--- config.mk ---
export PLATFORM = sky130hd
export DESIGN_NAME = melody_tone_sequencer_unit
export DESIGN_NICKNAME = d
export VERILOG_FILES = /design/src/rtl/core/mts_pkg.sv /design/src/rtl/core/mts_ctrl.sv /design/src/rtl/core/mts_datapath.sv /design/src/rtl/core/melody_tone_sequencer_unit.sv
export SDC_FILE = /design/constraint.sdc
export NUM_CORES = 1
export LEC_CHECK = 0
export ABC_AREA = 1
export BUFFER_PORTS_ARGS = -buffer_cell sky130_fd_sc_hd__buf_2
export CAP_MARGIN = 15
export CORE_MARGIN = 8
export CORE_UTILIZATION = 47
export CTS_BUF_LIST = sky130_fd_sc_hd__clkbuf_16
export DETAILED_ROUTE_END_ITERATION = 8
export GPL_ROUTABILITY_DRIVEN = 1
export HOLD_SLACK_MARGIN = 0.1
export PLACE_DENSITY = 0.76
export SYNTH_ARGS = -nofsm -noshare
export SYNTH_HDL_FRONTEND = slang
export SYNTH_SLANG_ARGS = --single-unit
--- constraint.sdc ---
create_clock -name clock -period 5.55 [get_ports clock]
set_input_delay 1.11 -clock clock [delete_from_list [all_inputs] [get_ports clock]]
set_output_delay 1.11 -clock clock [all_outputs]
set_load 0.005 [all_outputs]
--- src/rtl/core/mts_pkg.sv ---
// Package for the melody tone sequencer: command and melody codes, field widths,
// the fixed note table and the control/status structs between controller and datapath.
// Depends on nothing.
package mts_pkg;

   // Command codes
   localparam logic [1:0] CMD_TICK = 2'd0;
   localparam logic [1:0] CMD_PLAY = 2'd1;
   localparam logic [1:0] CMD_STOP = 2'd2;
   localparam logic [1:0] CMD_BEEP = 2'd3;

   // Melody codes; anything above the custom slot is no melody
   localparam logic [2:0] MEL_BOOT       = 3'd0;
   localparam logic [2:0] MEL_ALERT      = 3'd1;
   localparam logic [2:0] MEL_ALERT_FAST = 3'd2;
   localparam logic [2:0] MEL_WARNING    = 3'd3;
   localparam logic [2:0] MEL_BEGIN      = 3'd4;
   localparam logic [2:0] MEL_CUSTOM     = 3'd5;

   // Field widths
   localparam int CMD_W      = 2;
   localparam int MEL_W      = 3;
   localparam int IDX_W      = 3;
   localparam int FREQ_W     = 16;
   localparam int BEEP_DUR_W = 16;
   localparam int CLK_W      = 28;
   localparam int PRE_W      = 21;
   localparam int ROM_MS_W   = 9;

   // Prescale arithmetic: clock / (freq * 100)
   localparam int SCALE_W = 7;
   localparam logic [SCALE_W-1:0] PRESCALE_SCALE = 7'd100;
   localparam int DIVR_W    = FREQ_W + SCALE_W;
   localparam int DIV_STEPS = CLK_W;
   localparam int CNT_W     = $clog2(DIV_STEPS);
   localparam logic [CLK_W-1:0] CLK_RESET   = 28'd72000000;
   localparam logic [PRE_W-1:0] PRESCALE_MAX = '1;

   typedef struct packed {
      logic [FREQ_W-1:0]   hz;
      logic [ROM_MS_W-1:0] ms;
   } rom_note_type;

   // Controller to datapath commands
   typedef struct packed {
      logic capture;   // latch the input word
      logic execute;   // apply the command to the player state
      logic prep;      // set up the prescale divider
      logic step;      // one divider iteration
      logic load;      // move the result into the output register
   } mts_cmd_type;

   // Datapath to controller status
   typedef struct packed {
      logic div_last;  // current divider iteration is the last one
   } mts_status_type;

   // Fixed melodies; a zero/zero note terminates
   function automatic rom_note_type note_rom(input logic [MEL_W-1:0] mel,
                                             input logic [IDX_W-1:0] idx);
      rom_note_type n;
      n = '0;
      case (mel)
         MEL_BOOT: begin
            case (idx)
               3'd0:    n = '{16'd523, 9'd100};
               3'd1:    n = '{16'd659, 9'd175};
               3'd2:    n = '{16'd523, 9'd100};
               3'd3:    n = '{16'd698, 9'd150};
               3'd4:    n = '{16'd659, 9'd80};
               default: n = '0;
            endcase
         end
         MEL_ALERT: begin
            case (idx)
               3'd0:    n = '{16'd2000, 9'd200};
               3'd1:    n = '{16'd200, 9'd200};
               3'd2:    n = '{16'd2000, 9'd200};
               3'd3:    n = '{16'd200, 9'd200};
               default: n = '0;
            endcase
         end
         MEL_ALERT_FAST: begin
            case (idx)
               3'd0:    n = '{16'd2000, 9'd100};
               3'd1:    n = '{16'd200, 9'd100};
               3'd2:    n = '{16'd2000, 9'd100};
               3'd3:    n = '{16'd200, 9'd100};
               default: n = '0;
            endcase
         end
         MEL_WARNING: begin
            case (idx)
               3'd0:    n = '{16'd800, 9'd200};
               3'd1:    n = '{16'd400, 9'd200};
               3'd2:    n = '{16'd200, 9'd0};
               3'd3:    n = '{16'd200, 9'd400};
               default: n = '0;
            endcase
         end
         MEL_BEGIN: begin
            case (idx)
               3'd0:    n = '{16'd800, 9'd200};
               3'd1:    n = '{16'd0, 9'd200};
               3'd2:    n = '{16'd800, 9'd200};
               default: n = '0;
            endcase
         end
         default: n = '0;
      endcase
      return n;
   endfunction

endpackage

--- src/rtl/core/mts_ctrl.sv ---
// Controller for the melody tone sequencer: sequences capture, execute, divider
// and output load, and owns the output valid flag. Depends on mts_pkg.
module mts_ctrl (
   input  logic                    clock,
   input  logic                    reset,
   input  logic                    req_valid,
   output logic                    req_ready,
   output logic                    rsp_valid,
   input  logic                    rsp_ready,
   input  mts_pkg::mts_status_type status,
   output mts_pkg::mts_cmd_type    cmd
);

   localparam logic [2:0] ST_IDLE = 3'd0;
   localparam logic [2:0] ST_EXEC = 3'd1;
   localparam logic [2:0] ST_PREP = 3'd2;
   localparam logic [2:0] ST_DIV  = 3'd3;
   localparam logic [2:0] ST_LOAD = 3'd4;

   logic [2:0] state_ff, state_in;
   logic       out_valid_ff, out_valid_in;
   logic       load_ok;

   assign req_ready = (state_ff == ST_IDLE);
   assign rsp_valid = out_valid_ff;
   assign load_ok   = !out_valid_ff || rsp_ready;

   // Decode state into datapath commands
   always_comb begin
      cmd         = '0;
      cmd.capture = req_valid && req_ready;
      cmd.execute = (state_ff == ST_EXEC);
      cmd.prep    = (state_ff == ST_PREP);
      cmd.step    = (state_ff == ST_DIV);
      cmd.load    = (state_ff == ST_LOAD) && load_ok;
   end

   // Advance the sequence
   always_comb begin
      state_in = state_ff;
      unique case (state_ff)
         ST_IDLE: if (req_valid) state_in = ST_EXEC;
         ST_EXEC: state_in = ST_PREP;
         ST_PREP: state_in = ST_DIV;
         ST_DIV:  if (status.div_last) state_in = ST_LOAD;
         ST_LOAD: if (load_ok) state_in = ST_IDLE;
         default: state_in = ST_IDLE;
      endcase
   end

   // Hold the result word until taken
   always_comb begin
      out_valid_in = out_valid_ff;
      if (cmd.load) begin
         out_valid_in = 1'b1;
      end else if (rsp_ready) begin
         out_valid_in = 1'b0;
      end
   end

   always_ff @(posedge clock) begin
      if (reset) begin
         state_ff     <= ST_IDLE;
         out_valid_ff <= 1'b0;
      end else begin
         state_ff     <= state_in;
         out_valid_ff <= out_valid_in;
      end
   end

endmodule

--- src/rtl/core/mts_datapath.sv ---
// Datapath for the melody tone sequencer: player state, note lookup, the
// restoring prescale divider and the output register. Depends on mts_pkg.
module mts_datapath #(
   parameter int DURATION_WIDTH = 16
) (
   input  logic                                 clock,
   input  logic                                 reset,
   input  mts_pkg::mts_cmd_type                 cmd,
   output mts_pkg::mts_status_type              status,
   input  logic                                 csr_valid,
   input  logic [mts_pkg::CLK_W-1:0]            csr_timer_clock_hz,
   input  logic [mts_pkg::CMD_W-1:0]            req_command,
   input  logic [mts_pkg::MEL_W-1:0]            req_melody_number,
   input  logic                                 req_repeat_flag,
   input  logic [mts_pkg::FREQ_W-1:0]           req_beep_freq,
   input  logic [mts_pkg::BEEP_DUR_W-1:0]       req_beep_duration,
   input  logic                                 req_battery_fault,
   output logic [mts_pkg::FREQ_W-1:0]           rsp_tone_freq,
   output logic [mts_pkg::PRE_W-1:0]            rsp_prescale,
   output logic                                 rsp_playing
);

   typedef struct packed {
      logic [mts_pkg::FREQ_W-1:0] hz;
      logic [DURATION_WIDTH-1:0]  ms;
   } note_type;

   // Look up a note, custom slot included
   function automatic note_type fetch(input logic [mts_pkg::MEL_W-1:0] mel,
                                      input logic [mts_pkg::IDX_W-1:0] idx,
                                      input logic [mts_pkg::FREQ_W-1:0] c_hz,
                                      input logic [DURATION_WIDTH-1:0] c_ms);
      note_type              n;
      mts_pkg::rom_note_type r;
      r = mts_pkg::note_rom(mel, idx);
      n = '0;
      if (mel == mts_pkg::MEL_CUSTOM) begin
         if (idx == '0) begin
            n.hz = c_hz;
            n.ms = c_ms;
         end
      end else if (mel < mts_pkg::MEL_CUSTOM) begin
         n.hz = r.hz;
         n.ms = DURATION_WIDTH'(r.ms);
      end
      return n;
   endfunction

   // Configuration
   logic [mts_pkg::CLK_W-1:0] clock_hz_ff;

   // Captured input word
   logic [mts_pkg::CMD_W-1:0]      item_cmd_ff;
   logic [mts_pkg::MEL_W-1:0]      item_mel_ff;
   logic                           item_rep_ff;
   logic [mts_pkg::FREQ_W-1:0]     item_bfreq_ff;
   logic [mts_pkg::BEEP_DUR_W-1:0] item_bdur_ff;
   logic                           item_fault_ff;

   // Player state
   logic                       active_ff, active_in;
   logic [mts_pkg::MEL_W-1:0]  melody_ff, melody_in;
   logic [mts_pkg::IDX_W-1:0]  index_ff, index_in;
   logic                       repeat_ff, repeat_in;
   logic [DURATION_WIDTH-1:0]  elapsed_ff, elapsed_in;
   logic [mts_pkg::FREQ_W-1:0] cust_hz_ff, cust_hz_in;
   logic [DURATION_WIDTH-1:0]  cust_ms_ff, cust_ms_in;
   logic [mts_pkg::FREQ_W-1:0] freq_ff, freq_in;

   // Divider
   logic [mts_pkg::DIVR_W-1:0] divisor_ff;
   logic [mts_pkg::DIVR_W-1:0] rem_ff;
   logic [mts_pkg::CLK_W-1:0]  quot_ff;
   logic                       zero_ff;
   logic [mts_pkg::CNT_W-1:0]  count_ff;
   logic [mts_pkg::DIVR_W:0]   rem_sh;
   logic                       rem_ge;

   // Execute helpers
   logic                       is_start;
   logic                       blocked;
   logic [mts_pkg::MEL_W-1:0]  start_mel;
   logic                       start_rep;
   logic [mts_pkg::FREQ_W-1:0] c_hz;
   logic [DURATION_WIDTH-1:0]  c_ms;
   logic [mts_pkg::MEL_W-1:0]  ent_mel;
   logic [mts_pkg::IDX_W-1:0]  ent_idx;
   logic                       ent_rep;
   note_type                   cur_note;
   note_type                   first_note;
   note_type                   head_note;
   logic [mts_pkg::FREQ_W-1:0] e_freq;
   logic [mts_pkg::IDX_W-1:0]  e_idx;
   logic                       e_active;

   // Take configuration writes
   always_ff @(posedge clock) begin
      if (reset) begin
         clock_hz_ff <= mts_pkg::CLK_RESET;
      end else if (csr_valid) begin
         clock_hz_ff <= csr_timer_clock_hz;
      end
   end

   // Latch the input word
   always_ff @(posedge clock) begin
      if (cmd.capture) begin
         item_cmd_ff   <= req_command;
         item_mel_ff   <= req_melody_number;
         item_rep_ff   <= req_repeat_flag;
         item_bfreq_ff <= req_beep_freq;
         item_bdur_ff  <= req_beep_duration;
         item_fault_ff <= req_battery_fault;
      end
   end

   // Select the melody and note to enter
   always_comb begin
      is_start  = (item_cmd_ff == mts_pkg::CMD_PLAY) || (item_cmd_ff == mts_pkg::CMD_BEEP);
      start_mel = (item_cmd_ff == mts_pkg::CMD_BEEP) ? mts_pkg::MEL_CUSTOM : item_mel_ff;
      start_rep = (item_cmd_ff == mts_pkg::CMD_BEEP) ? 1'b0 : item_rep_ff;
      c_hz      = (item_cmd_ff == mts_pkg::CMD_BEEP) ? item_bfreq_ff : cust_hz_ff;
      c_ms      = (item_cmd_ff == mts_pkg::CMD_BEEP) ? DURATION_WIDTH'(item_bdur_ff)
                                                     : cust_ms_ff;
      blocked   = item_fault_ff && (start_mel != mts_pkg::MEL_ALERT)
                  && (start_mel != mts_pkg::MEL_ALERT_FAST);
      ent_mel   = is_start ? start_mel : melody_ff;
      ent_idx   = is_start ? '0 : mts_pkg::IDX_W'(index_ff + 1'b1);
      ent_rep   = is_start ? start_rep : repeat_ff;
      cur_note   = fetch(melody_ff, index_ff, cust_hz_ff, cust_ms_ff);
      first_note = fetch(ent_mel, ent_idx, c_hz, c_ms);
      head_note  = fetch(ent_mel, '0, c_hz, c_ms);
   end

   // Enter a note; on a terminator either loop to the head or drop play
   always_comb begin
      e_freq   = first_note.hz;
      e_idx    = ent_idx;
      e_active = 1'b1;
      if (first_note == '0) begin
         e_active = 1'b0;
         if (ent_rep && (ent_idx != '0) && (head_note != '0)) begin
            e_freq   = head_note.hz;
            e_idx    = '0;
            e_active = 1'b1;
         end
      end
   end

   // Apply the command
   always_comb begin
      active_in  = active_ff;
      melody_in  = melody_ff;
      index_in   = index_ff;
      repeat_in  = repeat_ff;
      elapsed_in = elapsed_ff;
      cust_hz_in = cust_hz_ff;
      cust_ms_in = cust_ms_ff;
      freq_in    = freq_ff;
      if (cmd.execute) begin
         case (item_cmd_ff) inside
            mts_pkg::CMD_TICK: begin
               if (active_ff) begin
                  if (elapsed_ff >= cur_note.ms) begin
                     freq_in    = e_freq;
                     index_in   = e_idx;
                     elapsed_in = '0;
                     active_in  = e_active;
                  end else begin
                     elapsed_in = DURATION_WIDTH'(elapsed_ff + 1'b1);
                  end
               end
            end
            mts_pkg::CMD_PLAY, mts_pkg::CMD_BEEP: begin
               if (item_cmd_ff == mts_pkg::CMD_BEEP) begin
                  cust_hz_in = c_hz;
                  cust_ms_in = c_ms;
               end
               if (!blocked) begin
                  if (start_mel > mts_pkg::MEL_CUSTOM) begin
                     active_in = 1'b0;
                  end else begin
                     melody_in  = start_mel;
                     repeat_in  = start_rep;
                     freq_in    = e_freq;
                     index_in   = e_idx;
                     elapsed_in = '0;
                     active_in  = e_active;
                  end
               end
            end
            mts_pkg::CMD_STOP: begin
               if (!item_fault_ff) begin
                  freq_in   = '0;
                  active_in = 1'b0;
                  repeat_in = 1'b0;
               end
            end
            default: ;
         endcase
      end
   end

   always_ff @(posedge clock) begin
      if (reset) begin
         active_ff  <= 1'b0;
         melody_ff  <= '0;
         index_ff   <= '0;
         repeat_ff  <= 1'b0;
         elapsed_ff <= '0;
         cust_hz_ff <= '0;
         cust_ms_ff <= '0;
         freq_ff    <= '0;
      end else begin
         active_ff  <= active_in;
         melody_ff  <= melody_in;
         index_ff   <= index_in;
         repeat_ff  <= repeat_in;
         elapsed_ff <= elapsed_in;
         cust_hz_ff <= cust_hz_in;
         cust_ms_ff <= cust_ms_in;
         freq_ff    <= freq_in;
      end
   end

   // Restoring divider, one quotient bit a cycle
   assign rem_sh = {rem_ff, quot_ff[mts_pkg::CLK_W-1]};
   assign rem_ge = (rem_sh >= {1'b0, divisor_ff});
   assign status.div_last = (count_ff == mts_pkg::CNT_W'(mts_pkg::DIV_STEPS - 1));

   always_ff @(posedge clock) begin
      if (cmd.prep) begin
         divisor_ff <= {{(mts_pkg::DIVR_W-mts_pkg::FREQ_W){1'b0}}, freq_ff}
                       * mts_pkg::DIVR_W'(mts_pkg::PRESCALE_SCALE);
         rem_ff     <= '0;
         quot_ff    <= clock_hz_ff;
         zero_ff    <= (freq_ff == '0);
         count_ff   <= '0;
      end else if (cmd.step) begin
         rem_ff   <= rem_ge ? mts_pkg::DIVR_W'(rem_sh - {1'b0, divisor_ff})
                            : rem_sh[mts_pkg::DIVR_W-1:0];
         quot_ff  <= {quot_ff[mts_pkg::CLK_W-2:0], rem_ge};
         count_ff <= mts_pkg::CNT_W'(count_ff + 1'b1);
      end
   end

   // Load the result word, saturating the prescale
   always_ff @(posedge clock) begin
      if (cmd.load) begin
         rsp_tone_freq <= freq_ff;
         rsp_playing   <= active_ff;
         if (zero_ff) begin
            rsp_prescale <= '0;
         end else if (quot_ff > mts_pkg::CLK_W'(mts_pkg::PRESCALE_MAX)) begin
            rsp_prescale <= mts_pkg::PRESCALE_MAX;
         end else begin
            rsp_prescale <= quot_ff[mts_pkg::PRE_W-1:0];
         end
      end
   end

endmodule

--- src/rtl/core/melody_tone_sequencer_unit.sv ---
// Top level of the melody tone sequencer: command word in, tone word out.
// Instantiates mts_ctrl and mts_datapath; depends on mts_pkg.
//
//   channel  direction  carries                                   handshake
//   req_     in         command, melody, repeat, beep note, fault  req_valid/req_ready
//   rsp_     out        tone_freq, prescale, playing               rsp_valid/rsp_ready
//   csr_     in         timer_clock_hz                             csr_valid/csr_ready
//
// Each command word runs from acceptance to the next acceptance through these steps:
// apply the command, form freq*100, run the one-bit-a-cycle prescale divider and
// load the output register. Synchronous reset returns to silence and a 72 MHz timer clock.
// A stalled rsp_ channel holds the finished word; the next command is still taken
// and runs up to the load step, which waits until the output register frees.
module melody_tone_sequencer_unit #(
   parameter int DURATION_WIDTH = 16
) (
   input  logic                           clock,
   input  logic                           reset,
   input  logic                           req_valid,
   output logic                           req_ready,
   input  logic [mts_pkg::CMD_W-1:0]      req_command,
   input  logic [mts_pkg::MEL_W-1:0]      req_melody_number,
   input  logic                           req_repeat_flag,
   input  logic [mts_pkg::FREQ_W-1:0]     req_beep_freq,
   input  logic [mts_pkg::BEEP_DUR_W-1:0] req_beep_duration,
   input  logic                           req_battery_fault,
   output logic                           rsp_valid,
   input  logic                           rsp_ready,
   output logic [mts_pkg::FREQ_W-1:0]     rsp_tone_freq,
   output logic [mts_pkg::PRE_W-1:0]      rsp_prescale,
   output logic                           rsp_playing,
   input  logic                           csr_valid,
   output logic                           csr_ready,
   input  logic [mts_pkg::CLK_W-1:0]      csr_timer_clock_hz
);

   mts_pkg::mts_cmd_type    cmd;
   mts_pkg::mts_status_type status;

   // Accept register writes at any time
   assign csr_ready = 1'b1;

   mts_ctrl u_ctrl (
      .clock     (clock),
      .reset     (reset),
      .req_valid (req_valid),
      .req_ready (req_ready),
      .rsp_valid (rsp_valid),
      .rsp_ready (rsp_ready),
      .status    (status),
      .cmd       (cmd)
   );

   mts_datapath #(
      .DURATION_WIDTH (DURATION_WIDTH)
   ) u_datapath (
      .clock              (clock),
      .reset              (reset),
      .cmd                (cmd),
      .status             (status),
      .csr_valid          (csr_valid && csr_ready),
      .csr_timer_clock_hz (csr_timer_clock_hz),
      .req_command        (req_command),
      .req_melody_number  (req_melody_number),
      .req_repeat_flag    (req_repeat_flag),
      .req_beep_freq      (req_beep_freq),
      .req_beep_duration  (req_beep_duration),
      .req_battery_fault  (req_battery_fault),
      .rsp_tone_freq      (rsp_tone_freq),
      .rsp_prescale       (rsp_prescale),
      .rsp_playing        (rsp_playing)
   );

   // One command word in flight at a time
   a_one_in_flight: assert property (@(posedge clock) disable iff (reset)
      (req_valid && req_ready) |=> !req_ready)
      else $error("input taken while a command word is in flight");

   // A silent tone never carries a prescale
   a_silent_prescale: assert property (@(posedge clock) disable iff (reset)
      (rsp_valid && (rsp_prescale != '0)) |-> (rsp_tone_freq != '0))
      else $error("nonzero prescale with silent tone");

   // Reset leaves no result pending and the input open
   a_reset_clean: assert property (@(posedge clock)
      reset |=> (!rsp_valid && req_ready))
      else $error("result pending or input closed after reset");

endmodule
==> results.sh <==
export IMPL_num_antenna_cells=0
export IMPL_fin_cells=2268
export IMPL_port_buffer_count=111
export IMPL_synth_top_area_share_pct=26.5
export IMPL_fill_cells=2812
export IMPL_worstPathCellList="nand2_2 > inv_1 > nand2_1 > nand2_1 > nor2_1 > nand2_1 > nor2_1 > nand3_1 > nand2_1 > nand2_1 > nor2_1 > nand3_1 > nor2_2 > nand2_1 > nand2_1 > nand2_1 > a21oi_1"
export IMPL_synth_warnings=0
export IMPL_slew_violations=0
export IMPL_power_mw=5.13
export IMPL_required_ns=6.02
export IMPL_cts_setup_buffers=0
export IMPL_skew_ns=0.0204
export IMPL_ctsHoldBuffers=0
export IMPL_synthArstFlopShare_pct=0
export IMPL_syn_area_um2=14400
export IMPL_wl_per_cell_um=14.6
export IMPL_power_density_nw_per_um2=314
export IMPL_fin_util_pct=53.7
export IMPL_first_pass_iters=5
export IMPL_outcome="completed"
export IMPL_syn_area_per_cell_um2=8.22
export IMPL_yosys_register_bits=259
export IMPL_grtUsageTotal_pct=18.0
export IMPL_ant_nets=0
export IMPL_yosysTopAreaCell="edfxtp_1"
export IMPL_routed_via_density=5.22
export IMPL_fin_crit_sh_pct=72.2
export IMPL_die_area_um2=36500
export IMPL_fmax_mhz=250
export IMPL_seq_area_um2=6460
export IMPL_setup_ws_ns=1.54
export IMPL_drt_iter0_markers=839
export IMPL_switching_share_pct=28.3
export IMPL_grt_overflow=0
export IMPL_dp_hpwl_um=24900
export IMPL_hold_class="register to register"
export IMPL_first_global_vias=11600
export IMPL_htreeDepth=1
export IMPL_syn_num_nets=1942
export IMPL_hold_ws_ns=0.458
export IMPL_synthCells=1752
export IMPL_hold_viol_final=0
export IMPL_crit_arrival_ns=4.48
export IMPL_vdd_drop_max_v=0.000256
export IMPL_cts_sinks=259
export IMPL_path_max_fanout=40
export IMPL_slew_headroom_pct=26.6
export IMPL_seq_power_share_pct=44.3
export IMPL_grt_max_degree=64
export IMPL_setup_violations=0
export IMPL_synth_edff_count=127
export IMPL_clk_path_buf_depth=3
export IMPL_cp_slowest_cell="nand2_2"
export IMPL_p_leak_nw=7.46
export IMPL_switchingPower_mw=1.45
export IMPL_vias=11800
export IMPL_post_route_min_period_ns=4.01
export IMPL_grt_pass1_wl_um=55700
export IMPL_dp_slack_ns=1.61
export IMPL_wl_um=33200
export IMPL_path_class="register to register"
export IMPL_std_cell_rows=64
export IMPL_multi_input_area_um2=6870
export IMPL_drive_above_1_share_pct=11.9
export IMPL_crit_top_cell="nand2_1"
export IMPL_nNetsFinal=2038
export IMPL_coreArea_um2=30400
export IMPL_drc=0
export IMPL_placed_area_um2=15300
export IMPL_area_delta_synth_final_pct=13.4
export IMPL_rsz0062_at_grt="false"
export IMPL_cts_buffers=30
export IMPL_antenna_found_initial=0
export IMPL_yosysSeqAreaShare_pct=44.8
export IMPL_cap_violations=0
export IMPL_gp_congestion=0.912
export IMPL_insertion_delay_ns=0.56
export IMPL_initial_core_util_pct=47.3
export IMPL_cts_resized=0
export IMPL_place_inst=2210
export IMPL_dieWidth_um=191
export IMPL_ys_types=55
export IMPL_start_kind="register"
export IMPL_tightest_slew_ns=1.10
export IMPL_cp_end_kind="register"
export IMPL_root_buffer="clkbuf_16"
export IMPL_cts_tree="built"
export IMPL_p_comb_share_pct=16.4
export IMPL_critPathMaxStageDelay_ns=0.73
export IMPL_pwr_share_clk_pct=39.3
export IMPL_ios=113
export IMPL_ys_dominant_reg_cell="dfxtp_1"
export IMPL_design_area_um2=16300
export IMPL_clkTransAtPathRegs_ns=0.06
export IMPL_final_setup_tns_ns=0
export IMPL_die_height_um=191
export IMPL_synth_area_leaders="edfxtp_1 (26%), dfxtp_1 (18%), nand2_1 (10%)"
export IMPL_intPower_mw=3.68
flip-flops by register name, summed over array words and instances, names as in the netlist, 3 cells and up:
register	flops
u_datapath.clock_hz_ff	28
u_datapath.quot_ff	28
u_datapath.rem_ff	23
u_datapath.divisor_ff	21
u_datapath.rsp_prescale	21
u_datapath.cust_hz_ff	16
u_datapath.cust_ms_ff	16
u_datapath.elapsed_ff	16
u_datapath.freq_ff	16
u_datapath.item_bdur_ff	16
u_datapath.item_bfreq_ff	16
u_datapath.rsp_tone_freq	16
u_datapath.count_ff	5
u_ctrl.state_ff	3
u_datapath.index_ff	3
u_datapath.item_mel_ff	3
u_datapath.melody_ff	3
cells in the final DEF, fill, tap and decap left out, drive strengths merged, types with 31 or more instances in the layout:
cell,instances
a21oi,129
inv,229
nand3,95
nand2,397
nor2,167
ha,106
a31oi,31
buf,122
o21ai,135
edfxtp,127
clkbuf,32
dfxtp,132
synthesized netlist by cell type (5+ instances only):
cell type,n
buf_4,9
nand2_1,390
xnor2_1,12
fa_1,12
nor4_1,6
inv_2,8
edfxtp_1,127
clkbuf_1,39
a21oi_1,124
nor3_1,21
o21ai_0,126
ha_1,106
o21ai_1,5
buf_2,5
xor2_1,27
inv_1,212
nand3_1,93
dfxtp_1,132
nand2_2,6
nor2_1,154
a31oi_1,31
nor2_2,11
o211ai_1,11
a21oi_2,5
nand4_1,14
power groups by stage:
stage | clock (mW) | sequential [mW] | combinational (mW)
after floorplan | 0 | 2.28 | 0.633
after global routing | 2.13 | 2.29 | 0.959
after CTS | 2.06 | 2.27 | 0.837
after global placement | 0 | 2.31 | 0.814
after detailed placement | 0 | 2.31 | 0.832
final | 2.02 | 2.27 | 0.842
critical path, delay by kind of cell (launching register included):
family	cells	cell delay (ns)
and+or+nand+nor	15	2.59
DFF	1	0.68
buffers and inverters	1	0.52
AOI/OAI and AO/OA	1	0.12
path summary, 6_finish.rpt:
path	start	to	slack [ns]	depth (start not counted)
setup / recovery	u_datapath.item_cmd_ff[1]	u_datapath.freq_ff[15]	1.54	17
hold / removal	u_datapath.clock_hz_ff[22]	u_datapath.clock_hz_ff[22]	0.46	2
setup reg to reg	u_datapath.item_cmd_ff[1]	u_datapath.freq_ff[15]	1.54	17
hold reg to reg	u_datapath.clock_hz_ff[22]	u_datapath.clock_hz_ff[22]	0.46	2
cells by family after synthesis:
group                    after synthesis  synth area share, %
XOR/XNOR                              39                 2.37
flip-flops                           259                 44.8
buffers and inverters                280                 7.78
adder cells (fa/ha/maj)              118                 10.9
AO/OA/AOI/OAI                        341                 13.2
other                                  1               0.0260
AND/OR/NAND/NOR                      714                 20.9
layer usage:
layer | routed length, µm | global-route usage [%]
met4 | 592 | 4.26
met1 | 15000 | 23.3
met2 | 16000 | 31.5
met5 | 0 | 0
met3 | 1700 | 2.50
cell type report:
type | count | share of cell area, %
multi-input cells | 1213 | 42.0
flip-flops and latches | 259 | 39.5
inverters | 222 | 5.10
clock buffers | 32 | 4.90
repair buffers | 122 | 3.98
well taps | 396 | 3.03
clock inverters | 24 | 1.44
Note: power is estimated with default switching activity, not from simulation.
